--- config.mk ---
export PLATFORM = sky130hd
export DESIGN_NAME = dsu_ctrl
export DESIGN_NICKNAME = d
export VERILOG_FILES = /design/src/rtl/core/dsu_pkg.sv /design/src/rtl/core/dsu_ctrl.sv
export SDC_FILE = /design/constraint.sdc
export NUM_CORES = 1
export LEC_CHECK = 0
export BUFFER_PORTS_ARGS = -buffer_cell sky130_fd_sc_hd__buf_2
export CELL_PAD_IN_SITES_DETAIL_PLACEMENT = 0
export CELL_PAD_IN_SITES_GLOBAL_PLACEMENT = 1
export CORE_MARGIN = 4
export CORE_UTILIZATION = 33
export CTS_BUF_LIST = sky130_fd_sc_hd__clkbuf_2 sky130_fd_sc_hd__clkbuf_4 sky130_fd_sc_hd__clkbuf_8
export CTS_CLUSTER_DIAMETER = 60
export DETAILED_ROUTE_END_ITERATION = 7
export PLACE_DENSITY = 0.84
export SLEW_MARGIN = 40
export SYNTH_ARGS = -nofsm -noshare
export SYNTH_HDL_FRONTEND = slang
export SYNTH_SLANG_ARGS = --single-unit
--- constraint.sdc ---
create_clock -name aclk -period 2.8 [get_ports aclk]
set_input_delay 0.56 -clock aclk [delete_from_list [all_inputs] [get_ports aclk]]
set_output_delay 0.56 -clock aclk [all_outputs]
set_load 0.01 [all_outputs]
--- src/rtl/core/dsu_pkg.sv ---
package dsu_pkg;

    // Fixed field widths
    localparam int NODE_W = 10;
    localparam int ENT_W  = 12;
    localparam int SIZE_W = 11;

    // Entry value of a root whose set holds one node
    localparam logic [ENT_W-1:0] ENT_SINGLE = '1;

    typedef enum logic [2:0] {
        ST_CLEAR,
        ST_IDLE,
        ST_WALK,
        ST_COMP,
        ST_DECIDE,
        ST_LINK_LO,
        ST_LINK_HI,
        ST_DONE
    } dsu_state_t;

    // Controller to datapath commands
    typedef struct packed {
        logic clr_step;
        logic load;
        logic walk_step;
        logic rec_root;
        logic comp_begin;
        logic comp_step;
        logic start_b;
        logic link_lo;
        logic link_hi;
        logic out_load;
        logic phase_b;
    } dsu_cmd_t;

    // Datapath to controller status
    typedef struct packed {
        logic clr_last;
        logic rd_root;
        logic start_root;
        logic next_top;
        logic do_merge;
    } dsu_stat_t;

endpackage

--- src/rtl/core/dsu_ctrl.sv ---
module dsu_ctrl
    import dsu_pkg::*;
(
    input  logic      aclk,
    input  logic      aresetn,
    input  logic      s_valid,
    output logic      s_ready,
    output logic      m_valid,
    input  logic      m_ready,
    input  dsu_stat_t stat,
    output dsu_cmd_t  cmd
);

    dsu_state_t state_reg, state_next;
    logic       phase_reg, phase_next;
    logic       m_valid_reg, m_valid_next;
    logic       out_free;

    assign out_free = !m_valid_reg || m_ready;
    assign m_valid  = m_valid_reg;

    // State, phase and result-valid registers
    always_ff @(posedge aclk) begin
        if (!aresetn) begin
            state_reg   <= ST_CLEAR;
            phase_reg   <= 1'b0;
            m_valid_reg <= 1'b0;
        end else begin
            state_reg   <= state_next;
            phase_reg   <= phase_next;
            m_valid_reg <= m_valid_next;
        end
    end

    // Next state and commands
    always_comb begin
        state_next   = state_reg;
        phase_next   = phase_reg;
        m_valid_next = m_valid_reg && !m_ready;
        s_ready      = 1'b0;
        cmd          = '0;
        cmd.phase_b  = phase_reg;
        case (state_reg)
            ST_CLEAR: begin
                cmd.clr_step = 1'b1;
                if (stat.clr_last) begin
                    state_next = ST_IDLE;
                end
            end
            ST_IDLE: begin
                s_ready = 1'b1;
                if (s_valid) begin
                    cmd.load   = 1'b1;
                    phase_next = 1'b0;
                    state_next = ST_WALK;
                end
            end
            ST_WALK: begin
                if (stat.rd_root) begin
                    cmd.rec_root = 1'b1;
                    if (!stat.start_root) begin
                        cmd.comp_begin = 1'b1;
                        state_next     = ST_COMP;
                    end else if (phase_reg) begin
                        state_next = ST_DECIDE;
                    end else begin
                        cmd.start_b = 1'b1;
                        phase_next  = 1'b1;
                    end
                end else begin
                    cmd.walk_step = 1'b1;
                end
            end
            ST_COMP: begin
                // Point the visited node at the root, then follow its old parent
                cmd.comp_step = 1'b1;
                if (stat.next_top) begin
                    if (phase_reg) begin
                        state_next = ST_DECIDE;
                    end else begin
                        cmd.start_b = 1'b1;
                        phase_next  = 1'b1;
                        state_next  = ST_WALK;
                    end
                end
            end
            ST_DECIDE: begin
                state_next = stat.do_merge ? ST_LINK_LO : ST_DONE;
            end
            ST_LINK_LO: begin
                cmd.link_lo = 1'b1;
                state_next  = ST_LINK_HI;
            end
            ST_LINK_HI: begin
                cmd.link_hi = 1'b1;
                state_next  = ST_DONE;
            end
            ST_DONE: begin
                // Hold the result until the output register is free
                if (out_free) begin
                    cmd.out_load = 1'b1;
                    m_valid_next = 1'b1;
                    state_next   = ST_IDLE;
                end
            end
            default: begin
                state_next = ST_IDLE;
            end
        endcase
    end

endmodule

==> results.yml <==
critical_path:
  cp.buffers_inverters: 1
  crit_path_top_delay_cell: "dfxtp_1"
  worstRegToRegCells: 4
  crit_arrival_ns: 1.56
  crit_required_ns: 2.24
  crit_fanout: 15
  cpLargestDelayFamily: "simple AND/OR/NAND/NOR gates"
  worstReg2RegStart: "state_reg[0]"
  r2r-end: "phase_reg"
  worstPathCellList: "nand2b_2 -> nor3b_1 -> nor2b_1 -> buf_2"
  max_stage_delay_ns: 0.59
  reg2reg_slack_ns: 1.23
  crit_path_end_kind: "primary output"
  path_class: "flip-flop to primary output"
  startpoint_type: "flip-flop"
global_routing:
  antenna_found_initial: 0
  overflow: 0
  grt_use_met2: 0.195
  gr-usage-met1: 0.144
  grt_util_met3: 0.0398
  grt_pass1_wl_mm: 1.82
  grt_max_degree: 17
  grt_util_all_layers: 0.118
  first_global_vias: 441
  grt-busiest-layer: "met2"
clock_network:
  clock-sinks: 5
  clk-insertion-delay-late_ns: 0.24
  path_clk_slew_ns: 0.04
  cts_tree: "done"
  holdBufCountCts: 0
  numCtsBuffers: 3
  htree_levels: 1
  cts_resized: 0
  post_cts_buffers: 0
  clock_path_buffers: 2
  root_buffer: "clkbuf_4"
logic_synthesis:
  netlist_area_um2: 447
  yosysMostFrequentCell: "nand2_1"
  synth_seq_cells: 5
  synth_top_area_share: 0.224
  synth_top_family_by_area: "simple AND/OR/NAND/NOR gates"
  synth_edf_count: 0
  synth_adder_area_share: 0
  synthCells: 63
  yosysTopAreaCell: "dfxtp_1"
  ys_warn_count: 0
  avgSynthCellArea_um2: 7.09
  synth-xor-area-share: 0
  synth_cell_types: 28
  muxShareOfSynthArea: 0.0336
  async_flop_share: 0
  netlist_top_cells_count: "11 x nand2_1, 7 x nor2_1, 5 x dfxtp_1"
  synth_fp_nets: 72
  ys_seq_area_frac: 0.224
  synthSimpleGateAreaFrac: 0.434
  synthTopCellsByArea: "dfxtp_1 22%, nand2_1 9.2%, nor2_1 5.9%, nor2b_1 5.6%, a31o_1 3.9%"
  synth_compound_area_frac: 0.216
  synth_ff_type: "dfxtp_1"
power:
  cellLeakagePower_uw: 0.000265
  powerDensity_nw_per_um2: 814
  worst_ir_drop_vdd_uv: 296
  total_power_uw: 460
placed_design:
  port_buffers: 21
  gp_congestion: 0.750
  hpwlAfterDp_um: 862
die:
  die_x_um: 44.8
  num_rows: 12
  die_area_um2: 2010
  die_h_um: 44.8
  core_area_um2: 1190
  ios: 22
  initial_utilization: 0.377
timing:
  fmax_ghz: 0.472
  finalCritPeriodShare: 0.757
  holdWs_ns: 0.627
  hold_viol_final: 0
  finalCriticalPeriod_ns: 2.12
  rsz0062_at_grt: "false"
  setup_violations: 0
  finalSetupTns_ns: 0
  finClkSkew_ns: 0.00264
  slew_headroom: 0.625
  worst_pin_slew_ns: 0.562
  final_max_slew_viol_count: 0
route:
  first_iter_violations: 14
  ant_nets: 0
  routed_wl_mm: 1.13
  wl_per_cell_um: 11.7
  vias: 504
  drc: 0
  first_pass_iters: 4
  avgViaCountPerCell: 5.20
final_layout:
  diodes: 0
  drive_above_1_share: 0.349
  fin_nets: 93
  area_delta_synth_final_pct: 26.6
  largest_reg_flops: 3
hold_path:
  holdPathEnd: "state_reg[0]"
  worstHoldStart: "aresetn"
  hold_path_class: "input pin to flip-flop"
  min_delay_path_depth: 2
run_status:
  outcome: "finished clean"
run:
  drv_cap: 0
worst max-delay path by stage:
stage	start	to	slack, ns	cells after the start
3_5_place_dp	state_reg[1]	cmd[6]	0.92	4
4_1_cts	state_reg[1]	cmd[6]	0.65	4
2_1_floorplan	state_reg[0]	cmd[6]	1.04	4
6_report	state_reg[1]	cmd[6]	0.68	4
3_3_place_gp	state_reg[1]	cmd[6]	0.94	4
5_1_grt	state_reg[1]	cmd[6]	0.46	4
where the power goes:
group	internal [uW]	switching, uW
clock	63.3	26.6
combinational	104	113
sequential	91.5	62.3
per-stage QoR:
stage,instances,util,cell area (um2),setup slack (ns)
floorplan,63,-,447,1.04
global placement,93,0.451,536,0.941
detailed placement,93,0.451,536,0.919
CTS,97,0.477,566,0.654
global route,97,0.477,566,0.463
finish,97,0.477,566,0.681
layout make-up:
cell class | instances | area, um2
fill | 136 | 621
multi-input combinational | 51 | 305
timing repair buffer | 21 | 105
sequential | 5 | 100
clock buffer | 4 | 30.0
tap | 14 | 17.5
inverter | 2 | 7.51
layer usage:
layer  up-vias  part of all wire
li1        264                 -
met1       225              0.44
met2        15              0.50
met3         0             0.062
met4         0                 0
met5         -                 0
layout by cell type (no fill, tap or decap):
cell	n
nor2_1	7
a32oi_1	1
nand4_1	1
and2_1	1
nor3b_1	2
dfxtp_1	5
inv_1	1
clkbuf_4	4
a31o_1	2
nand2_1	11
nor2b_1	4
o32a_1	1
o21ai_1	2
a21oi_1	1
nand2b_2	1
and3_1	2
mux2_4	1
a211oi_1	1
buf_2	21
nor3_1	2
nand3_1	3
o2111ai_1	1
a31oi_1	2
nand2b_1	2
nand3b_1	2
o32ai_2	1
inv_2	1
cells by family (layout without fill, tap and decap cells):
group / count (synthesis) / after routing
muxes: 1 / 1
and+or+nand+nor: 38 / 38
DFF: 5 / 5
buffers and inverters: 7 / 27
AOI/OAI and AO/OA: 12 / 12
(Power assumes the default switching activity.)
